--- config.mk ---
export PLATFORM = sky130hd
export DESIGN_NAME = ordered_list_store_unit
export DESIGN_NICKNAME = d
export VERILOG_FILES = /design/src/rtl/olsu_pkg.sv /design/src/rtl/olsu_mem.sv /design/src/rtl/olsu_outq.sv /design/src/rtl/olsu_ctrl.sv /design/src/rtl/ordered_list_store_unit.sv
export SDC_FILE = /design/constraint.sdc
export NUM_CORES = 1
export LEC_CHECK = 0
export CAP_MARGIN = 20
export CORE_MARGIN = 5
export CORE_UTILIZATION = 57
export DETAILED_ROUTE_END_ITERATION = 8
export DONT_BUFFER_PORTS = 1
export HOLD_SLACK_MARGIN = 0.05
export PLACE_DENSITY = 0.75
export SKIP_LAST_GASP = 1
export SLEW_MARGIN = 20
export SYNTH_ARGS = -nofsm -noshare
export SYNTH_HDL_FRONTEND = slang
export SYNTH_HIERARCHICAL = 1
export SYNTH_SLANG_ARGS = --single-unit
--- constraint.sdc ---
create_clock -name clk -period 6.2 [get_ports clk]
set_clock_uncertainty 0.05 [all_clocks]
set_input_delay 1.24 -clock clk [delete_from_list [all_inputs] [get_ports clk]]
set_output_delay 1.24 -clock clk [all_outputs]
set_load 0.03 [all_outputs]
--- src/rtl/olsu_pkg.sv ---
// Shared types, codes and widths of the ordered list store unit.
package olsu_pkg;

	localparam int CAPACITY_DEF = 32;

	localparam int CMD_W = 3;
	localparam int VAL_W = 32;
	localparam int POS_W = 6;
	localparam int ST_W  = 2;
	localparam int IDX_W = 5;

	// Depth of the result queue in front of the output port.
	localparam int Q_DEPTH = 2;
	localparam int QC_W    = 2;

	typedef enum logic [CMD_W-1:0] {
		CMD_PUSH_BACK  = 3'd0,
		CMD_PUSH_FRONT = 3'd1,
		CMD_INSERT     = 3'd2,
		CMD_REMOVE     = 3'd3,
		CMD_READ_ALL   = 3'd4
	} cmd_t;

	typedef enum logic [ST_W-1:0] {
		ST_OK     = 2'd0,
		ST_FULL   = 2'd1,
		ST_BADPOS = 2'd2,
		ST_EMPTY  = 2'd3
	} status_t;

	typedef enum logic [2:0] {
		S_IDLE,
		S_SHIFT,
		S_MOVE,
		S_PLACE,
		S_READ
	} state_t;

	typedef struct packed {
		status_t                  status;
		logic signed [VAL_W-1:0]  value;
		logic [IDX_W-1:0]         index;
		logic                     last;
	} res_t;

	typedef struct packed {
		logic valid;
		res_t res;
	} push_t;

endpackage

--- src/rtl/olsu_mem.sv ---
// Element memory: one write port, one read port with registered read data.
module olsu_mem #(
	parameter int CAPACITY = olsu_pkg::CAPACITY_DEF,
	parameter int AW       = $clog2(CAPACITY)
) (
	input  logic                        clk,
	input  logic                        we,
	input  logic [AW-1:0]               waddr,
	input  logic [olsu_pkg::VAL_W-1:0]  wdata,
	input  logic                        re,
	input  logic [AW-1:0]               raddr,
	output logic [olsu_pkg::VAL_W-1:0]  rdata
);
	import olsu_pkg::*;

	logic [VAL_W-1:0] mem [CAPACITY];

	always_ff @(posedge clk) begin
		if (we) begin
			mem[waddr] <= wdata;
		end
	end

	always_ff @(posedge clk) begin
		if (re) begin
			rdata <= mem[raddr];
		end
	end

endmodule

--- src/rtl/olsu_outq.sv ---
// Two-entry result queue that decouples the sequencer from the output port.
module olsu_outq (
	input  logic                     clk,
	input  logic                     arst_n,
	input  olsu_pkg::push_t          push,
	output logic [olsu_pkg::QC_W-1:0] count,
	output logic                     res_valid,
	input  logic                     res_stall,
	output olsu_pkg::res_t           res
);
	import olsu_pkg::*;

	res_t              ent_q [Q_DEPTH];
	logic              wr_ptr_q;
	logic              rd_ptr_q;
	logic [QC_W-1:0]   count_q;
	logic              pop;

	assign pop       = res_valid && !res_stall;
	assign res_valid = (count_q != '0);
	assign res       = ent_q[rd_ptr_q];
	assign count     = count_q;

	always_ff @(posedge clk or negedge arst_n) begin
		if (!arst_n) begin
			wr_ptr_q <= 1'b0;
			rd_ptr_q <= 1'b0;
			count_q  <= '0;
		end else begin
			if (push.valid) begin
				wr_ptr_q <= ~wr_ptr_q;
			end
			if (pop) begin
				rd_ptr_q <= ~rd_ptr_q;
			end
			unique case ({push.valid, pop})
				2'b10:   count_q <= count_q + QC_W'(1);
				2'b01:   count_q <= count_q - QC_W'(1);
				default: count_q <= count_q;
			endcase
		end
	end

	always_ff @(posedge clk) begin
		if (push.valid) begin
			ent_q[wr_ptr_q] <= push.res;
		end
	end

endmodule

--- src/rtl/olsu_ctrl.sv ---
// Command sequencer: list bookkeeping, insert shifting and read-out over the memory.
module olsu_ctrl #(
	parameter int CAPACITY = olsu_pkg::CAPACITY_DEF,
	parameter int AW       = $clog2(CAPACITY)
) (
	input  logic                         clk,
	input  logic                         arst_n,
	input  logic                         cmd_valid,
	output logic                         cmd_stall,
	input  logic [olsu_pkg::CMD_W-1:0]   command,
	input  logic [olsu_pkg::VAL_W-1:0]   value,
	input  logic [olsu_pkg::POS_W-1:0]   position,
	output logic                         we,
	output logic [AW-1:0]                waddr,
	output logic [olsu_pkg::VAL_W-1:0]   wdata,
	output logic                         re,
	output logic [AW-1:0]                raddr,
	input  logic [olsu_pkg::VAL_W-1:0]   rdata,
	input  logic [olsu_pkg::QC_W-1:0]    q_count,
	output olsu_pkg::push_t              push
);
	import olsu_pkg::*;

	localparam int LW = $clog2(CAPACITY + 1);
	localparam int SW = LW + 1;
	localparam int CW = (LW > POS_W) ? LW : POS_W;

	state_t             state_q, state_d;
	logic [LW-1:0]      len_q, len_d;
	logic [AW-1:0]      head_q, head_d;
	logic [LW-1:0]      j_q, j_d;
	logic [LW-1:0]      pos_q, pos_d;
	logic [VAL_W-1:0]   val_q, val_d;
	logic [AW-1:0]      wr_addr_q, wr_addr_d;
	logic               pend_w_q, pend_w_d;
	logic               pend_q, pend_d;
	logic [LW-1:0]      pidx_q, pidx_d;
	logic               plast_q, plast_d;
	logic               accept;
	logic               credit;
	logic               full;
	logic [LW-1:0]      ins_pos;
	res_t               res;

	function automatic logic [AW-1:0] phys(input logic [AW-1:0] head, input logic [LW-1:0] l);
		logic [SW-1:0] sum;
		sum = SW'(head) + SW'(l);
		if (sum >= SW'(CAPACITY)) begin
			sum = sum - SW'(CAPACITY);
		end
		return sum[AW-1:0];
	endfunction

	function automatic logic [AW-1:0] dec_wrap(input logic [AW-1:0] a);
		return (a == '0) ? AW'(CAPACITY - 1) : a - AW'(1);
	endfunction

	function automatic logic [AW-1:0] inc_wrap(input logic [AW-1:0] a);
		return (a == AW'(CAPACITY - 1)) ? '0 : a + AW'(1);
	endfunction

	assign cmd_stall = !(state_q == S_IDLE && !pend_q && q_count != QC_W'(Q_DEPTH));
	assign accept    = cmd_valid && !cmd_stall;
	assign credit    = ({1'b0, q_count} + (QC_W + 1)'(pend_q)) < (QC_W + 1)'(Q_DEPTH);
	assign full      = (len_q == LW'(CAPACITY));

	always_ff @(posedge clk or negedge arst_n) begin
		if (!arst_n) begin
			state_q  <= S_IDLE;
			len_q    <= '0;
			head_q   <= '0;
			pend_q   <= 1'b0;
			pend_w_q <= 1'b0;
		end else begin
			state_q  <= state_d;
			len_q    <= len_d;
			head_q   <= head_d;
			pend_q   <= pend_d;
			pend_w_q <= pend_w_d;
		end
	end

	always_ff @(posedge clk) begin
		j_q       <= j_d;
		pos_q     <= pos_d;
		val_q     <= val_d;
		wr_addr_q <= wr_addr_d;
		pidx_q    <= pidx_d;
		plast_q   <= plast_d;
	end

	always_comb begin
		state_d   = state_q;
		len_d     = len_q;
		head_d    = head_q;
		j_d       = j_q;
		pos_d     = pos_q;
		val_d     = val_q;
		wr_addr_d = wr_addr_q;
		pend_w_d  = pend_w_q;
		pend_d    = 1'b0;
		pidx_d    = pidx_q;
		plast_d   = plast_q;
		we        = 1'b0;
		waddr     = '0;
		wdata     = value;
		re        = 1'b0;
		raddr     = '0;
		ins_pos   = '0;
		res       = '{status: ST_OK, value: '0, index: '0, last: 1'b1};
		push      = '{valid: 1'b0, res: res};

		unique case (state_q)
			S_IDLE: begin
				if (accept) begin
					push.valid = 1'b1;
					unique case (cmd_t'(command))
						CMD_PUSH_BACK, CMD_PUSH_FRONT, CMD_INSERT: begin
							priority case (cmd_t'(command))
								CMD_PUSH_BACK:  ins_pos = len_q;
								CMD_PUSH_FRONT: ins_pos = '0;
								default:        ins_pos = LW'(position);
							endcase
							if (full) begin
								res.status = ST_FULL;
							end else if (cmd_t'(command) == CMD_INSERT &&
									CW'(position) > CW'(len_q)) begin
								res.status = ST_BADPOS;
							end else if (ins_pos == '0) begin
								// New front: step the head back one slot
								we     = 1'b1;
								waddr  = dec_wrap(head_q);
								head_d = dec_wrap(head_q);
								len_d  = len_q + LW'(1);
							end else if (ins_pos == len_q) begin
								we    = 1'b1;
								waddr = phys(head_q, len_q);
								len_d = len_q + LW'(1);
							end else begin
								// Middle insert: move the tail back one slot, last first
								pos_d    = ins_pos;
								j_d      = len_q - LW'(1);
								val_d    = value;
								pend_w_d = 1'b0;
								len_d    = len_q + LW'(1);
								state_d  = S_SHIFT;
							end
						end
						CMD_REMOVE: begin
							if (len_q == '0) begin
								res.status = ST_EMPTY;
							end else begin
								head_d = inc_wrap(head_q);
								len_d  = len_q - LW'(1);
							end
						end
						CMD_READ_ALL: begin
							if (len_q == '0) begin
								res.status = ST_EMPTY;
							end else begin
								push.valid = 1'b0;
								j_d        = '0;
								state_d    = S_READ;
							end
						end
						default: begin
						end
					endcase
					push.res = res;
				end
			end
			S_SHIFT: begin
				re    = 1'b1;
				raddr = phys(head_q, j_q);
				if (pend_w_q) begin
					we    = 1'b1;
					waddr = wr_addr_q;
					wdata = rdata;
				end
				wr_addr_d = phys(head_q, j_q + LW'(1));
				pend_w_d  = 1'b1;
				if (j_q == pos_q) begin
					state_d = S_MOVE;
				end else begin
					j_d = j_q - LW'(1);
				end
			end
			S_MOVE: begin
				we      = 1'b1;
				waddr   = wr_addr_q;
				wdata   = rdata;
				state_d = S_PLACE;
			end
			S_PLACE: begin
				we      = 1'b1;
				waddr   = phys(head_q, pos_q);
				wdata   = val_q;
				state_d = S_IDLE;
			end
			S_READ: begin
				if (credit) begin
					re      = 1'b1;
					raddr   = phys(head_q, j_q);
					pend_d  = 1'b1;
					pidx_d  = j_q;
					plast_d = (j_q == len_q - LW'(1));
					if (j_q == len_q - LW'(1)) begin
						state_d = S_IDLE;
					end else begin
						j_d = j_q + LW'(1);
					end
				end
			end
			default: begin
				state_d = S_IDLE;
			end
		endcase

		// Hand read data of the previous cycle to the result queue
		if (pend_q) begin
			push.valid = 1'b1;
			push.res   = '{status: ST_OK, value: rdata, index: IDX_W'(pidx_q),
				last: plast_q};
		end
	end

	a_busy_stalls: assert property (@(posedge clk) disable iff (!arst_n)
		state_q != S_IDLE |-> cmd_stall)
		else $error("command taken while a sequence runs");

	a_len_bound: assert property (@(posedge clk) disable iff (!arst_n)
		len_q <= LW'(CAPACITY))
		else $error("list length above capacity");

	a_shift_ports_apart: assert property (@(posedge clk) disable iff (!arst_n)
		(state_q == S_SHIFT && pend_w_q) |-> wr_addr_q != raddr)
		else $error("shift reads and writes the same entry");

	a_queue_room: assert property (@(posedge clk) disable iff (!arst_n)
		pend_q |-> q_count != QC_W'(Q_DEPTH))
		else $error("read data arrives at a full result queue");

	a_one_write: assert property (@(posedge clk) disable iff (!arst_n)
		pend_q |-> !accept)
		else $error("two results pushed in one cycle");

endmodule

--- src/rtl/ordered_list_store_unit.sv ---
// Ordered list store unit: top level joining sequencer, element memory and result queue.
//
// Keeps an ordered list of signed 32-bit values, up to CAPACITY elements, in a
// circular buffer in one synchronous memory (front at a moving head pointer).
// Every command transfer yields results through a two-entry queue, so a result
// may wait at the output while the next command is taken. Push back, push
// front, remove first, inserts at either end, error answers and unknown codes
// complete in the idle state. An insert inside the list moves the later
// elements back one slot through the single memory write port.
// Read all gives one result per element, front to back with the final one
// marked; it issues a memory read only while the two-entry queue has room for
// its data, and commands are held off until the last element has been read.
// The list is empty after reset; the memory needs no clearing.
module ordered_list_store_unit #(
	parameter int CAPACITY = olsu_pkg::CAPACITY_DEF
) (
	input  logic                               clk,
	input  logic                               arst_n,
	input  logic                               cmd_valid,
	output logic                               cmd_stall,
	input  logic [olsu_pkg::CMD_W-1:0]         command,
	input  logic signed [olsu_pkg::VAL_W-1:0]  value,
	input  logic [olsu_pkg::POS_W-1:0]         position,
	output logic                               res_valid,
	input  logic                               res_stall,
	output logic [olsu_pkg::ST_W-1:0]          status,
	output logic signed [olsu_pkg::VAL_W-1:0]  value_res,
	output logic [olsu_pkg::IDX_W-1:0]         index,
	output logic                               last
);
	import olsu_pkg::*;

	localparam int AW = $clog2(CAPACITY);

	logic              we;
	logic [AW-1:0]     waddr;
	logic [VAL_W-1:0]  wdata;
	logic              re;
	logic [AW-1:0]     raddr;
	logic [VAL_W-1:0]  rdata;
	logic [QC_W-1:0]   q_count;
	push_t             push;
	res_t              res;

	olsu_ctrl #(
		.CAPACITY (CAPACITY),
		.AW       (AW)
	) u_ctrl (
		.clk       (clk),
		.arst_n    (arst_n),
		.cmd_valid (cmd_valid),
		.cmd_stall (cmd_stall),
		.command   (command),
		.value     (value),
		.position  (position),
		.we        (we),
		.waddr     (waddr),
		.wdata     (wdata),
		.re        (re),
		.raddr     (raddr),
		.rdata     (rdata),
		.q_count   (q_count),
		.push      (push)
	);

	olsu_mem #(
		.CAPACITY (CAPACITY),
		.AW       (AW)
	) u_mem (
		.clk   (clk),
		.we    (we),
		.waddr (waddr),
		.wdata (wdata),
		.re    (re),
		.raddr (raddr),
		.rdata (rdata)
	);

	olsu_outq u_outq (
		.clk       (clk),
		.arst_n    (arst_n),
		.push      (push),
		.count     (q_count),
		.res_valid (res_valid),
		.res_stall (res_stall),
		.res       (res)
	);

	assign status    = res.status;
	assign value_res = res.value;
	assign index     = res.index;
	assign last      = res.last;

endmodule
==> results.sh <==
export IMPL_status="finished clean"
export IMPL_grtUsageTotal_pct=23.6
export IMPL_cts_tree="done"
export IMPL_min_period_over_period_pct=78.9
export IMPL_finalCriticalPeriod_ns=4.89
export IMPL_fin_cells=4221
export IMPL_cts_num_sinks=1211
export IMPL_synthesis_nets=3009
export IMPL_yosys_top_cells_area="edfxtp_1 (72%), mux2i_1 (10%), a22oi_1 (1.5%)"
export IMPL_yosysMostFrequentCell="edfxtp_1"
export IMPL_numCtsBuffers=114
export IMPL_maxCapViolCount=0
export IMPL_clk_pin_slew_ns=0.06
export IMPL_grt_start_max_net_pins=129
export IMPL_synthArstFlopShare_pct=1.65
export IMPL_clockBufferDepth=3
export IMPL_rsz0062_at_grt="false"
export IMPL_worst_slack_ns=1.31
export IMPL_setup_viol=0
export IMPL_antenna_found_initial=1
export IMPL_vias_per_cell=6.31
export IMPL_place_inst=4002
export IMPL_hpwl_mm=69.4
export IMPL_synth_edf_count=1191
export IMPL_synth_top_area_share_pct=72.5
export IMPL_place_ws_ns=0.756
export IMPL_hp_class="input port to async pin"
export IMPL_r2r_start="u_ctrl/len_q[3]$_DFFE_PN0P_"
export IMPL_ctsHoldBuffers=0
export IMPL_wl_mm=112
export IMPL_grt_pass1_wl_mm=166
export IMPL_clockRootBuffer="clkbuf_16"
export IMPL_diodes=0
export IMPL_tightest_slew_ns=1.11
export IMPL_synth_common_cells="edfxtp_1 (1191), mux2i_1 (513), nand2_1 (119)"
export IMPL_hold_viol=0
export IMPL_drive_above_1_share_pct=12.1
export IMPL_yosysTopAreaCell="edfxtp_1"
export IMPL_grt_overflow_total=0
export IMPL_io_pins=87
export IMPL_maxSlewHeadroom_pct=25.4
export IMPL_cts_setup_buffers=0
export IMPL_place_gp_congestion=0.867
export IMPL_yosysWarnings=6
export IMPL_grt_pass1_vias=26100
export IMPL_max_freq_mhz=205
export IMPL_rr_endpoint="u_mem/mem[9][25]$_DFFE_PP_"
export IMPL_synth_area_um2=49300
export IMPL_worstPathMaxFanout=21
export IMPL_cp_arrival_ns=5.23
export IMPL_drtAntennaViolNets=0
export IMPL_core_area_um2=86300
export IMPL_path_class="flip-flop to flip-flop"
export IMPL_clock_latency_ns=0.69
export IMPL_synth_seq_cells=1211
export IMPL_die_height_um=304
export IMPL_fillers=5838
export IMPL_drv_slew=0
export IMPL_drc=0
export IMPL_io_buffers=0
export IMPL_cp_end_kind="flip-flop"
export IMPL_required_ns=6.54
export IMPL_area_growth_pct=10.9
export IMPL_synth_ff_type="edfxtp_1"
export IMPL_fin_tns_setup_ns=0
export IMPL_worstRegToRegCells=9
export IMPL_synth_cell_type_count=71
export IMPL_dieArea_um2=92500
export IMPL_ys_seq_area_share_pct=73.5
export IMPL_initial_core_util_pct=57.1
export IMPL_fp_row_count=108
export IMPL_vias=26600
export IMPL_die_w_um=304
export IMPL_synth_cells=2930
export IMPL_nNetsFinal=3045
export IMPL_h_tree_depth=3
export IMPL_drt_wirelength_per_cell_um=26.5
export IMPL_ctsResizeCount=0
export IMPL_syn_avg_cell_area_um2=16.8
export IMPL_dr_pass1_iters=9
export IMPL_reg2reg_slack_ns=1.31
export IMPL_drt_initial_drc_count=3181
export IMPL_setup_worst_path_start_class="flip-flop"
[routing by layer]
layer  vias up  global-route usage, %  part of all wire, %
met5         -                      0                    0
met4         0                   5.85                  2.3
met3       174                   4.29                   10
met2      1407                   37.2                   47
met1     13500                   34.7                   40
li1      11600                      -                    -
[registers in the layout, indices dropped and copies added, names as in the netlist, 3 cells and up]
| register | flops |
|---|---|
| u_mem/mem | 1024 |
| u_outq/ent_q | 80 |
| u_ctrl/val_q | 32 |
| u_mem/rdata | 32 |
| u_ctrl/j_q | 6 |
| u_ctrl/len_q | 6 |
| u_ctrl/pos_q | 6 |
| u_ctrl/head_q | 5 |
| u_ctrl/pidx_q | 5 |
| u_ctrl/wr_addr_q | 5 |
| u_ctrl/state_q | 3 |
[final cells by class]
type	count	area [um2]	share of cell area, %
Timing Repair Buffer	88	838	1.53
Clock buffer	138	2960	5.42
Inverter	49	184	0.336
Multi-Input combinational cell	1502	12200	22.2
Sequential cell	1211	36300	66.3
Tap cell	1155	1450	2.64
Clock inverter	78	843	1.54
[cell families after synthesis]
| kind of cell | after synthesis | share of synthesized area (%) |
|---|---|---|
| flip-flops | 1211 | 73.5 |
| multiplexers | 554 | 11.6 |
| AND/OR/NAND/NOR | 437 | 4.36 |
| AO/OA/AOI/OAI | 417 | 5.97 |
| buffers and inverters | 217 | 2.48 |
| XOR/XNOR | 60 | 1.12 |
| adder cells (fa/ha/maj) | 34 | 0.923 |
[layout by cell type, fill, tap and decap left out, types with 42 or more instances in the layout]
cell,instances
clkbuf_16,115
a21oi_1,116
nor3_1,42
edfxtp_1,1191
a22oi_1,100
a22o_1,66
nand3_1,107
xnor2_1,42
nand2_1,119
mux2i_1,513
buf_4,74
[worst max path at each step]
| stage | from | endpoint | slack [ns] | cells after the start |
|---|---|---|---|---|
| final | u_ctrl/len_q[3]$_DFFE_PN0P_ | u_mem/mem[9][25]$_DFFE_PP_ | 1.31 | 9 |
| after CTS | u_ctrl/pend_q$_DFF_PN0_ | u_mem/rdata[26]$_DFFE_PP_ | 1.33 | 9 |
| after detailed placement | command[1] | u_mem/mem[9][25]$_DFFE_PP_ | 0.76 | 9 |
| after global routing | u_ctrl/state_q[1]$_DFFE_PN0P_ | u_mem/rdata[26]$_DFFE_PP_ | 1.16 | 10 |
| after global placement | command[1] | u_mem/mem[9][23]$_DFFE_PP_ | 0.81 | 9 |
| after floorplan | command[1] | u_mem/mem[10][0]$_DFFE_PP_ | 0.87 | 9 |
[stage by stage]
stage,util [%],area [um2],hold WS [ns]
final,63.3,54700,0.197
after global routing,63.3,54700,0.165
after CTS,63.3,54600,0.148
after detailed placement,58.9,50800,0.479
after global placement,58.9,50800,0.472
after floorplan,-,49300,0.374
[worst max-delay path: stages (launching register included)]
cell,delay (ns)
dfrtp_1,0.56
or4b_2,0.30
o2111ai_1,0.16
nor4_4,0.74
nor2_1,0.20
nor3_2,0.42
a221o_1,0.57
or3b_2,0.63
nor2_4,0.62
buf_4,0.30
Power is not shown: default switching activity piles up to over one toggle a cycle in this logic, so the estimate is an artifact.
